==> config.mk <==
export PLATFORM = sky130hd
export DESIGN_NAME = polyphonic_voice_allocator_unit
export DESIGN_NICKNAME = d
export VERILOG_FILES = /design/src/rtl/pva_pkg.sv /design/src/rtl/pva_entry_mem.sv /design/src/rtl/pva_scan_unit.sv /design/src/rtl/polyphonic_voice_allocator_unit.sv
export SDC_FILE = /design/constraint.sdc
export NUM_CORES = 1
export LEC_CHECK = 0
export BUFFER_PORTS_ARGS = -buffer_cell sky130_fd_sc_hd__buf_4
export CAP_MARGIN = 30
export CORE_UTILIZATION = 50
export CTS_CLUSTER_SIZE = 14
export DETAILED_ROUTE_END_ITERATION = 10
export PLACE_DENSITY = 0.78
export SKIP_CTS_REPAIR_TIMING = 1
export SLEW_MARGIN = 20
export SYNTH_ARGS = -nofsm -noshare
export SYNTH_HDL_FRONTEND = slang
export SYNTH_SLANG_ARGS = --single-unit
==> constraint.sdc <==
create_clock -name clk -period 13.15 [get_ports clk]
set_input_delay 0.6575 -clock clk [delete_from_list [all_inputs] [get_ports clk]]
set_output_delay 0.6575 -clock clk [all_outputs]
set_load 0.01 [all_outputs]
==> src/rtl/pva_pkg.sv <==
// Shared types, function codes and field widths for the polyphonic voice allocator.
`default_nettype none
package pva_pkg;

	// Fixed field widths of the request and result items.
	localparam int FUNC_W  = 3;
	localparam int NOTE_W  = 7;
	localparam int CHAN_W  = 4;
	localparam int VSEL_W  = 3;
	localparam int AVOX_W  = 3;
	localparam int MASK_W  = 8;
	localparam int STAMP_W = 32;

	// Request data and result data widths on the stream buses.
	localparam int S_DATA_W = 24;
	localparam int M_DATA_W = 16;

	// Default geometry.
	localparam int DEF_VOICES = 8;
	localparam int DEF_BANKS  = 2;

	// Function codes carried in the request's tuser.
	localparam logic [FUNC_W-1:0] FN_NOTE_ON  = 3'd0;
	localparam logic [FUNC_W-1:0] FN_NOTE_OFF = 3'd1;
	localparam logic [FUNC_W-1:0] FN_LEVEL    = 3'd2;
	localparam logic [FUNC_W-1:0] FN_TICK     = 3'd3;
	localparam logic [FUNC_W-1:0] FN_PANIC    = 3'd4;

	// One stored voice entry.
	typedef struct packed {
		logic [NOTE_W-1:0]  note;
		logic [CHAN_W-1:0]  chan;
		logic [STAMP_W-1:0] stamp;
	} entry_t;

	// Per-step control handed from the sequencer to the scan unit.
	typedef struct packed {
		logic clear;
		logic step;
		logic held;
		logic sounding;
	} scan_ctl_t;

endpackage
`default_nettype wire

==> src/rtl/pva_entry_mem.sv <==
// Voice entry memory: one write port and one registered read port.
`default_nettype none
module pva_entry_mem #(
	parameter int DEPTH = 16,
	parameter int AW    = 4
) (
	input  wire logic            clk,
	input  wire logic            we,
	input  wire logic [AW-1:0]   waddr,
	input  wire pva_pkg::entry_t wdata,
	input  wire logic            re,
	input  wire logic [AW-1:0]   raddr,
	output pva_pkg::entry_t      rdata
);
	import pva_pkg::*;

	entry_t mem_q [DEPTH];

	// Write port.
	always_ff @(posedge clk) begin
		if (we) begin
			mem_q[waddr] <= wdata;
		end
	end

	// Registered read port.
	always_ff @(posedge clk) begin
		if (re) begin
			rdata <= mem_q[raddr];
		end
	end

endmodule
`default_nettype wire

==> src/rtl/pva_scan_unit.sv <==
// Shared scan unit: tracks the first free voice and the oldest voice, one voice per step.
`default_nettype none
module pva_scan_unit #(
	parameter int VOICES = 8
) (
	input  wire logic                            clk,
	input  wire logic                            arst_n,
	input  wire pva_pkg::scan_ctl_t              ctl,
	input  wire logic [((VOICES > 1) ? $clog2(VOICES) : 1)-1:0] idx,
	input  wire pva_pkg::entry_t                 ent,
	input  wire logic                            stamp_ok,
	input  wire logic [pva_pkg::STAMP_W-1:0]     now,
	input  wire logic [pva_pkg::NOTE_W-1:0]      note,
	input  wire logic [pva_pkg::CHAN_W-1:0]      chan,
	output logic                                 found_free,
	output logic [((VOICES > 1) ? $clog2(VOICES) : 1)-1:0] free_idx,
	output logic [((VOICES > 1) ? $clog2(VOICES) : 1)-1:0] best_idx,
	output logic                                 match
);
	import pva_pkg::*;

	localparam int VIDX_W = (VOICES > 1) ? $clog2(VOICES) : 1;

	logic [STAMP_W-1:0] stamp_eff;
	logic [STAMP_W-1:0] age;
	logic [STAMP_W-1:0] best_age_q;
	logic               found_q;
	logic [VIDX_W-1:0]  free_q;
	logic [VIDX_W-1:0]  best_q;

	// A stamp never written since reset reads as zero.
	assign stamp_eff = stamp_ok ? ent.stamp : '0;
	assign age       = now - stamp_eff;
	assign match     = (ent.note == note) && (ent.chan == chan);

	// Running first-free and largest-age trackers; ties keep the lower index.
	always_ff @(posedge clk or negedge arst_n) begin
		if (!arst_n) begin
			found_q    <= 1'b0;
			free_q     <= '0;
			best_q     <= '0;
			best_age_q <= '0;
		end else if (ctl.clear) begin
			found_q    <= 1'b0;
			free_q     <= '0;
			best_q     <= '0;
			best_age_q <= '0;
		end else if (ctl.step) begin
			if (!found_q && !ctl.held && !ctl.sounding) begin
				found_q <= 1'b1;
				free_q  <= idx;
			end
			if (age > best_age_q) begin
				best_age_q <= age;
				best_q     <= idx;
			end
		end
	end

	assign found_free = found_q;
	assign free_idx   = free_q;
	assign best_idx   = best_q;

endmodule
`default_nettype wire

==> src/rtl/polyphonic_voice_allocator_unit.sv <==
// Polyphonic voice allocator: sequencer, voice flags and tick counter around the scan unit.
//
// Usage:
//   Requests enter on the s_ group (tvalid/tready/tdata/tuser). tuser carries the
//   function code; tdata carries bank, note, channel, silent flag, voice select and
//   level flag. Every request yields exactly one result on the m_ group, holding the
//   allocation flag, allocated voice, steal flag and the note-off release mask.
//   Note-on and note-off walk the addressed bank one voice per cycle through the
//   shared scan unit, reading the entry memory; after the scan and last-read steps
//   the result is registered in the final step and offered, and s_tready rises in
//   that same cycle, so the next request can be taken while the result waits. Level
//   updates, ticks, panic and ignored requests go straight to the final step.
//   The block takes one request at a time; s_tready is low while one is in work.
//   If the receiver holds m_tready low, the result stays on the output register; a
//   following request waits in its final step until that result is taken.
//   Reset clears all held and sounding flags, the stamp valid bits, the tick count
//   and the output; no clearing pass is needed, and s_tready is high right after.
`default_nettype none
module polyphonic_voice_allocator_unit #(
	parameter int VOICES = pva_pkg::DEF_VOICES,
	parameter int BANKS  = pva_pkg::DEF_BANKS
) (
	input  wire logic                          clk,
	input  wire logic                          arst_n,
	input  wire logic                          s_tvalid,
	output logic                               s_tready,
	// bank[0], note[7:1], chan[11:8], silent[12], voice_sel[15:13],
	// level_nonzero[16], zero fill[23:17]
	input  wire logic [pva_pkg::S_DATA_W-1:0]  s_tdata,
	// func[2:0]
	input  wire logic [pva_pkg::FUNC_W-1:0]    s_tuser,
	output logic                               m_tvalid,
	input  wire logic                          m_tready,
	// assigned_valid[0], assigned_voice[3:1], stolen[4], released_mask[12:5],
	// zero fill[15:13]
	output logic [pva_pkg::M_DATA_W-1:0]       m_tdata
);
	import pva_pkg::*;

	localparam int VIDX_W = (VOICES > 1) ? $clog2(VOICES) : 1;
	localparam int SLOTS  = BANKS * VOICES;
	localparam int SLOT_W = (SLOTS > 1) ? $clog2(SLOTS) : 1;

	typedef enum logic [1:0] {ST_IDLE, ST_SCAN, ST_LAST, ST_DONE} state_t;
	typedef enum logic [1:0] {RES_NONE, RES_ON, RES_OFF} kind_t;

	state_t             state_q;
	kind_t              kind_q;
	logic [SLOTS-1:0]   held_q;
	logic [SLOTS-1:0]   sounding_q;
	logic [SLOTS-1:0]   stamp_ok_q;
	logic [STAMP_W-1:0] now_q;
	logic               bank_q;
	logic [NOTE_W-1:0]  note_q;
	logic [CHAN_W-1:0]  chan_q;
	logic [VIDX_W-1:0]  idx_q;
	logic [MASK_W-1:0]  mask_q;
	logic               rd_vld_s1;
	logic [VIDX_W-1:0]  idx_s1;
	logic               stamp_ok_s1;
	logic               m_tvalid_q;
	logic [M_DATA_W-1:0] m_tdata_q;

	// Request fields.
	logic [FUNC_W-1:0]  in_func;
	logic               in_bank;
	logic [NOTE_W-1:0]  in_note;
	logic [CHAN_W-1:0]  in_chan;
	logic               in_silent;
	logic [VSEL_W-1:0]  in_vsel;
	logic               in_level;
	logic               in_bank_ok;
	logic               in_vsel_ok;
	logic [SLOT_W-1:0]  in_lvl_slot;
	logic               start_on;
	logic               start_off;

	logic               accept;
	logic               push;
	logic               commit_on;
	logic [SLOT_W-1:0]  rd_slot;
	logic [SLOT_W-1:0]  s1_slot;
	logic [SLOT_W-1:0]  wr_slot;
	logic [VIDX_W-1:0]  sel_idx;
	entry_t             wr_ent;
	entry_t             rd_ent;
	scan_ctl_t          scan_ctl;
	logic               found_free;
	logic [VIDX_W-1:0]  free_idx;
	logic [VIDX_W-1:0]  best_idx;
	logic               match;

	// Slot address of a voice within a bank.
	function automatic logic [SLOT_W-1:0] slot_of(input logic bank, input int v);
		slot_of = SLOT_W'(bank ? (VOICES + v) : v);
	endfunction

	// Unpack the request.
	assign in_func     = s_tuser;
	assign in_bank     = s_tdata[0];
	assign in_note     = s_tdata[7:1];
	assign in_chan     = s_tdata[11:8];
	assign in_silent   = s_tdata[12];
	assign in_vsel     = s_tdata[15:13];
	assign in_level    = s_tdata[16];
	assign in_bank_ok  = (int'(in_bank) < BANKS);
	assign in_vsel_ok  = (int'(in_vsel) < VOICES);
	assign in_lvl_slot = slot_of(in_bank, int'(in_vsel));

	// Note events that pass the bank and silent checks go through the voice scan.
	assign start_on  = (in_func == FN_NOTE_ON) && in_bank_ok && !in_silent;
	assign start_off = (in_func == FN_NOTE_OFF) && in_bank_ok;

	assign s_tready = (state_q == ST_IDLE);
	assign accept   = s_tvalid && s_tready;
	assign push     = (state_q == ST_DONE) && (!m_tvalid_q || m_tready);

	// Addressing for the scan read, the scan step and the allocation write.
	assign rd_slot   = slot_of(bank_q, int'(idx_q));
	assign s1_slot   = slot_of(bank_q, int'(idx_s1));
	assign sel_idx   = found_free ? free_idx : best_idx;
	assign wr_slot   = slot_of(bank_q, int'(sel_idx));
	assign commit_on = push && (kind_q == RES_ON);
	assign wr_ent    = '{note: note_q, chan: chan_q, stamp: now_q};

	assign scan_ctl = '{
		clear:    accept,
		step:     rd_vld_s1,
		held:     held_q[s1_slot],
		sounding: sounding_q[s1_slot]
	};

	pva_entry_mem #(
		.DEPTH (SLOTS),
		.AW    (SLOT_W)
	) u_mem (
		.clk   (clk),
		.we    (commit_on),
		.waddr (wr_slot),
		.wdata (wr_ent),
		.re    (state_q == ST_SCAN),
		.raddr (rd_slot),
		.rdata (rd_ent)
	);

	pva_scan_unit #(
		.VOICES (VOICES)
	) u_scan (
		.clk        (clk),
		.arst_n     (arst_n),
		.ctl        (scan_ctl),
		.idx        (idx_s1),
		.ent        (rd_ent),
		.stamp_ok   (stamp_ok_s1),
		.now        (now_q),
		.note       (note_q),
		.chan       (chan_q),
		.found_free (found_free),
		.free_idx   (free_idx),
		.best_idx   (best_idx),
		.match      (match)
	);

	// Sequencer, voice flags, tick counter and result register.
	always_ff @(posedge clk or negedge arst_n) begin
		if (!arst_n) begin
			state_q     <= ST_IDLE;
			kind_q      <= RES_NONE;
			held_q      <= '0;
			sounding_q  <= '0;
			stamp_ok_q  <= '0;
			now_q       <= '0;
			bank_q      <= 1'b0;
			note_q      <= '0;
			chan_q      <= '0;
			idx_q       <= '0;
			mask_q      <= '0;
			rd_vld_s1   <= 1'b0;
			idx_s1      <= '0;
			stamp_ok_s1 <= 1'b0;
			m_tvalid_q  <= 1'b0;
			m_tdata_q   <= '0;
		end else begin
			// The result is offered when pushed and withdrawn once taken.
			if (push) begin
				m_tvalid_q <= 1'b1;
			end else if (m_tready) begin
				m_tvalid_q <= 1'b0;
			end

			// Note-off releases a matching held voice as the scan passes it.
			if (rd_vld_s1 && (kind_q == RES_OFF) && held_q[s1_slot] && match) begin
				held_q[s1_slot] <= 1'b0;
				mask_q          <= mask_q | (MASK_W'(1) << idx_s1);
			end

			unique case (state_q)
				ST_IDLE: begin
					rd_vld_s1 <= 1'b0;
					if (accept) begin
						bank_q <= in_bank;
						note_q <= in_note;
						chan_q <= in_chan;
						idx_q  <= '0;
						mask_q <= '0;
						if (start_on) begin
							kind_q  <= RES_ON;
							state_q <= ST_SCAN;
						end else if (start_off) begin
							kind_q  <= RES_OFF;
							state_q <= ST_SCAN;
						end else begin
							kind_q  <= RES_NONE;
							state_q <= ST_DONE;
						end
						unique case (in_func)
							FN_LEVEL: begin
								if (in_bank_ok && in_vsel_ok) begin
									sounding_q[in_lvl_slot] <= in_level;
								end
							end
							FN_TICK: begin
								now_q <= now_q + STAMP_W'(1);
							end
							FN_PANIC: begin
								held_q     <= '0;
								sounding_q <= '0;
							end
							default: begin
							end
						endcase
					end
				end
				ST_SCAN: begin
					rd_vld_s1   <= 1'b1;
					idx_s1      <= idx_q;
					stamp_ok_s1 <= stamp_ok_q[rd_slot];
					if (idx_q == VIDX_W'(VOICES - 1)) begin
						state_q <= ST_LAST;
					end else begin
						idx_q <= idx_q + VIDX_W'(1);
					end
				end
				ST_LAST: begin
					rd_vld_s1 <= 1'b0;
					state_q   <= ST_DONE;
				end
				ST_DONE: begin
					rd_vld_s1 <= 1'b0;
					if (push) begin
						state_q <= ST_IDLE;
						unique case (kind_q)
							RES_ON: begin
								held_q[wr_slot]     <= 1'b1;
								sounding_q[wr_slot] <= 1'b0;
								stamp_ok_q[wr_slot] <= 1'b1;
								m_tdata_q <= {3'b000, 8'h00, !found_free,
									AVOX_W'(sel_idx), 1'b1};
							end
							RES_OFF: begin
								m_tdata_q <= {3'b000, mask_q, 1'b0, 3'b000, 1'b0};
							end
							default: begin
								m_tdata_q <= '0;
							end
						endcase
					end
				end
				default: begin
					state_q <= ST_IDLE;
				end
			endcase
		end
	end

	assign m_tvalid = m_tvalid_q;
	assign m_tdata  = m_tdata_q;

endmodule
`default_nettype wire

Word level (Yosys, flattened, before mapping)
Memories as Yosys holds them, arrays and structs flattened. A register that Yosys moved wholly into a read port is not among the register bits.
Cells that the tools add are included.

word-level totals
  register bits after elaboration = 168
  RAM bits = 688
  word-level logic and storage cells = 161
  memories kept = 1

operators by class
  mux-type cells = 62
  equality and inequality tests = 18
  order comparisons = 8
  $add $sub $neg = 7
  bitwise operators = 7
  shift operators = 1
  reductions and logical operators = 37

memories
  name         words  width  read ports  clocked after memory_dff  wr ports  line                 RTL
  u_mem.mem_q  16     43     1           1                         1         pva_entry_mem.sv:17  entry_t mem_q [DEPTH];

operator list
  operator                                                                              number
  16-bit two-way mux                                                                    8
  32-bit two-way mux                                                                    4
  16-bit one-hot mux with 2 select lines                                                3
  32-bit by 1-bit adder with 32-bit output (second input constant)                      1
  16-bit bitwise AND                                                                    2
  32-bit greater-than comparator                                                        1
  16-bit NOT                                                                            2
  16-bit OR                                                                             2
  32-bit subtractor                                                                     1
  3-bit two-way mux                                                                     9
  13-bit one-hot mux with 2 select lines                                                1
  8-bit two-way mux                                                                     3
  4-bit by 5-bit less-than comparator with 1-bit output (second input constant)         4
  4-bit by 3-bit adder with 4-bit output (first input constant)                         4
  16-bit bitwise mux                                                                    1
  4-bit two-way mux                                                                     4
  2-bit two-way mux                                                                     7
  1-bit logical AND                                                                     13
  1-bit two-way mux                                                                     13
  1-bit binary-select mux with 4-bit select                                             3
  1-bit demux with 4-bit select                                                         3
  4-bit by 1-bit greater-or-equal comparator with 1-bit output (second input constant)  3
  3-bit AND reduction                                                                   4
  2-bit nonzero test                                                                    6
  other kinds (23)                                                                      38

Longest topological paths before layout
  word-level depth = 13
  mapped depth = 22
  depth with buffers taken out = 20

Cells and area by module
Synthesis repeated with hierarchy kept, for this count alone.

unflattened totals
  cells, all modules = 2,266
  area total of the unflattened synthesis = 37,816.3 um^2

modules (own cells, without submodules)
  module                           area each (um^2)  seq. area each (um^2)  cells each  times used
  pva_entry_mem                    27,069.7          21,951.1               1,116       1
  polyphonic_voice_allocator_unit  6,316.1           3,153.0                594         1
  pva_scan_unit                    4,430.5           975.9                  556         1

Least setup slack after synthesis
OpenSTA, ideal clock, no wires.

  path type = register to register
  start point = register stamp_ok_s1
  end point = register u_scan.best_age_q[27]
  cell stages (with the launch flop) = 22
  data arrival time = 4,660 ps
  setup time = 120 ps
  slack = 8,370 ps
  path through = dfrtp_1 > clkbuf_1 > nand2_1 > ha_1 > a21o_1 > a211o_1 > o211ai_2 > nand3_1 > a2111oi_0 > nor4_1 > nor2b_1 > xnor2_1 > ha_1 > nand4_1 > nor4_1 > nand2_1 > a31oi_1 > o21a_1 > clkbuf_1 > clkbuf_1 > nor3_1 > a31o_2

between the ends
  word-level cells in the longest chain between the ends = 5
  elaborated cells on any way between the ends = 8
  those cells by class = 1 x add/sub; 1 x order compare; 4 x mux; 2 x reduce/logical

RTL lines
  what                                                                               line                                    RTL
  start: declaration                                                                 polyphonic_voice_allocator_unit.sv:60   logic stamp_ok_s1;
  start signal: assignment                                                           polyphonic_voice_allocator_unit.sv:237  stamp_ok_s1 <= stamp_ok_q[rd_slot];
  32-bit two-way mux (*)                                                             pva_scan_unit.sv:32                     assign stamp_eff = stamp_ok ? ent.stamp : '0;
  32-bit subtractor (*)                                                              pva_scan_unit.sv:33                     assign age = now - stamp_eff;
  32-bit greater-than comparator / 32-bit two-way mux (equally long branches)        pva_scan_unit.sv:53                     if (age > best_age_q) begin
  2-bit nonzero test (no source line) / 32-bit two-way mux (equally long branches)   n/a
  2-bit AND reduction (no source line) / 32-bit two-way mux (equally long branches)  n/a
  end signal: assignment                                                             pva_scan_unit.sv:54                     best_age_q <= age;
  end: declaration                                                                   pva_scan_unit.sv:26                     logic [STAMP_W-1:0] best_age_q;

Every way passes the cells marked *; elsewhere a longest branch is shown, timed or not. The select of a mux whose other input is x is not followed.
A chain may end at the register's enable or synchronous reset.

Worst setup path after layout
  start point = register stamp_ok_s1
  end point = register u_scan.best_age_q[31]

The elaborated chain is that of the path after synthesis.

==> summary.md <==
| Metric | Value |
|---|---|
| Rows | `99` |
| Gr busiest metal | `met2` |
| Port Buffers | `38` |
| Crit Path Max Fanout | `33` |
| Clock tree sinks | `896` |
| H-tree Lvls | `3` |
| Reg area | `0.0261 mm²` |
| Final GP Congestion | `0.845` |
| Final Slew Violations | `0` |
| Mapped Cells | `2185` |
| Clock latency on the worst-skew pair | `0.65 ns` |
| Layout cells sized above 1 | `0.214` |
| Period utilization | `0.467` |
| Ys async rst share | `0.184` |
| Synth Register Bits | `896` |
| Post-synth EDFFs | `731` |
| Synth Area per Inst | `17.1 µm²` |
| Warnings, synthesis | `0` |
| Outcome | `finished clean` |
| CP required | `13.71 ns` |
| Routing usage on met3 | `0.0359` |
| WS Path Type | `register to register` |
| Number of DRC markers in iteration 0 | `2301` |
| Post-DP HPWL | `44800 µm` |
| Worst VDD drop | `0.170 mV` |
| Initial antenna violation count | `1` |
| CP startpoint kind | `register` |
| Final core occ | `0.571` |
| I/O pins | `49` |
| Final nets | `2358` |
| Clk slew on worst S/H paths | `0.06 ns` |
| Area of the multi-input gates | `0.0109 mm²` |
| Initial Utilization | `0.509` |
| Total CTS buffers | `88` |
| FILL cells | `5203` |
| Placed cell count | `3117` |
| CTS root buf | `clkbuf_16` |
| Detail Route Antenna Nets | `0` |
| Critical Path AT | `6.69 ns` |
| Leak | `15.5 nW` |
| Power Total | `0.00897 W` |
| Max clock buf depth | `3` |
| Crit path capture type | `register` |
| Seq/Total Area, Yosys | `0.698` |
| Final setup violation count | `0` |
| Yosys cell types | `66` |
| Commonest non-fill, non-tap cell in the layout | `edfxtp_1` |
| Vias in the first global route | `21100` |
| Tot GR Track Use | `0.229` |
| GR Util met2 | `0.377` |
| Highest-count cells in the layout ignoring fill and taps | `edfxtp_1, nand2_1, mux4_2` |
| Area Growth Syn to Fin | `12.3%` |
| CTS tree | `built` |
| RSZ-0062 raised after global routing | `false` |
| Met1 GRT Util | `0.314` |
| Die Span Y | `275 µm` |
| Rel. slew slack | `0.316` |
| Post-Syn Area | `0.0374 mm²` |
| Final WL | `84900 µm` |
| Main flop type after synthesis | `edfxtp_1` |
| Setup tns final | `0 ns` |
| Gr ovfl total | `0` |
| Post-route insts no fill | `3288` |
| DR DRC count | `0` |
| Vias | `20600` |
| Final worst path period need | `6.14 ns` |
| First-pass GRT wire length | `129000 µm` |
| Core Region | `0.0735 mm²` |
| Max Clock Skew | `0.0174 ns` |
| Router iterations before antenna repair | `5` |
| DP Area | `0.0389 mm²` |
| Maximum clock frequency | `163 MHz` |
| Antenna diode count | `0` |
| Hold crit path type | `input port to register` |
| Final Hold Fails | `0` |
| Die footprint | `0.0759 mm²` |
| PD cells | `214 mW/mm²` |
| DR vias/cell | `6.25` |
| Max-cap violations | `0` |
| DIE WIDTH | `275 µm` |
| Fin area | `0.0420 mm²` |
| Largest net degree at the start of global routing | `90` |
| Least-Margin Pin Slew | `1.03 ns` |
| Drt wl/cell | `25.8 µm` |
## state kept, by name, summed over array words and instances (netlist names), 2 cells and up
signal             flops
kind_q                 2
m_tdata               13
u_scan.best_idx        3
mask_q                 8
held_q                16
idx_q                  3
u_mem.rdata           43
now_q                 32
u_mem.mem_q          688
state_q                2
note_q                 7
idx_s1                 3
u_scan.best_age_q     32
chan_q                 4
u_scan.free_idx        3
sounding_q            16
stamp_ok_q            16
## synth_stat cells (4+ instances only)
library cell  count  share of area
a211o_1           5         0.0012
a211oi_1          5         0.0010
a21o_1           12         0.0024
a21oi_1          97          0.013
a22oi_1           4        0.00080
a31o_2            4        0.00094
a31oi_1          16         0.0027
a32o_1            8         0.0021
and3_1           22         0.0037
buf_1            23         0.0023
buf_2            10         0.0013
clkbuf_1         64         0.0064
dfrtp_1         165           0.11
edfxtp_1        731           0.59
ha_1             72          0.024
inv_1            50         0.0050
mux2_2            6         0.0018
mux2i_1           8         0.0021
mux4_2          230           0.14
nand2_1         247          0.025
nand2b_1         11         0.0018
nand3_1          34         0.0046
nand4_1          14         0.0023
nor2_1           69         0.0069
nor2b_1          14         0.0023
nor3_1           12         0.0016
nor4_1           10         0.0017
o211ai_1          9         0.0018
o21a_1            6         0.0012
o21ai_0          81          0.011
or2_2            22         0.0037
xnor2_1          41         0.0096
xor2_1           32         0.0075
## report_power, final
| group | leakage, nW | internal [W] | switching, W |
|---|---|---|---|
| clock network | 1.42 | 0.00146 | 0.00106 |
| registers | 9.51 | 0.00337 | 0.000264 |
| logic | 4.54 | 0.00123 | 0.00158 |
| total | 15.5 | 0.00606 | 0.00291 |
## stage by stage
step / hold slack (ns) / setup slack, ns
floorplan: 0.362 / 8.37
global placement: 0.446 / 7.17
detailed placement: 0.451 / 7.04
CTS: 0.118 / 7.01
global route: 0.192 / 6.41
finish: 0.207 / 7.01
## critical path, stage by stage, from the launching register on
cell and delay, ns:
dfrtp_1 0.33, buf_4 0.37, and2_1 0.20, ha_1 0.16
inv_1 0.06, fa_1 0.43, a21o_1 0.19, a221oi_1 0.58
o21a_1 0.29, a21oi_1 0.18, a21oi_1 0.19, o21ai_0 0.22
xor2_1 0.20, ha_1 0.33, nand4_1 0.14, nor4_1 0.40
nand2_1 0.15, a31oi_1 0.24, o21a_1 0.60, buf_4 0.39
and3_1 0.19, a21oi_1 0.04, a31oi_1 0.16
## metal layers
layer  routed length (µm)  share of wire
met5                    8       0.000094
met4                 2330          0.027
met3                 6160          0.073
met2                42400           0.50
met1                34000           0.40
## final cells by class
type | count | share of cell area
flip-flops and latches | 896 | 0.622
multi-input cells | 1139 | 0.259
clock buffers | 130 | 0.0601
well taps | 959 | 0.0286
repair buffers | 78 | 0.0174
clock inverters | 35 | 0.00915
inverters | 51 | 0.00456
## final timing paths
path | from | to | slack (ns) | cells past startpoint
worst max-delay path | stamp_ok_s1 | u_scan.best_age_q[31] | 7.01 | 22
worst min-delay path | s_tdata[7] | note_q[6] | 0.21 | 3
worst max register to register | stamp_ok_s1 | u_scan.best_age_q[31] | 7.01 | 22
worst min register to register | stamp_ok_q[15] | stamp_ok_q[15] | 0.46 | 1
max in group asynchronous | arst_n | u_scan.best_age_q[31] | 11.18 | 5
min in group asynchronous | arst_n | now_q[24] | 0.49 | 2
## kinds of logic (layout without fill, tap and decap cells)
kind of cell / count (synthesis) / after routing / share of synthesized area
compound gates: 275 / 275 / 0.0448
xor+xnor: 73 / 73 / 0.0171
fa+ha+maj: 73 / 73 / 0.0246
buf+inv: 152 / 294 / 0.0161
flops: 896 / 896 / 0.698
mux: 244 / 244 / 0.142
other cells: 1 / 3 / 0.000100
simple gates: 471 / 471 / 0.0573
Power figures use the tool's default switching activity.
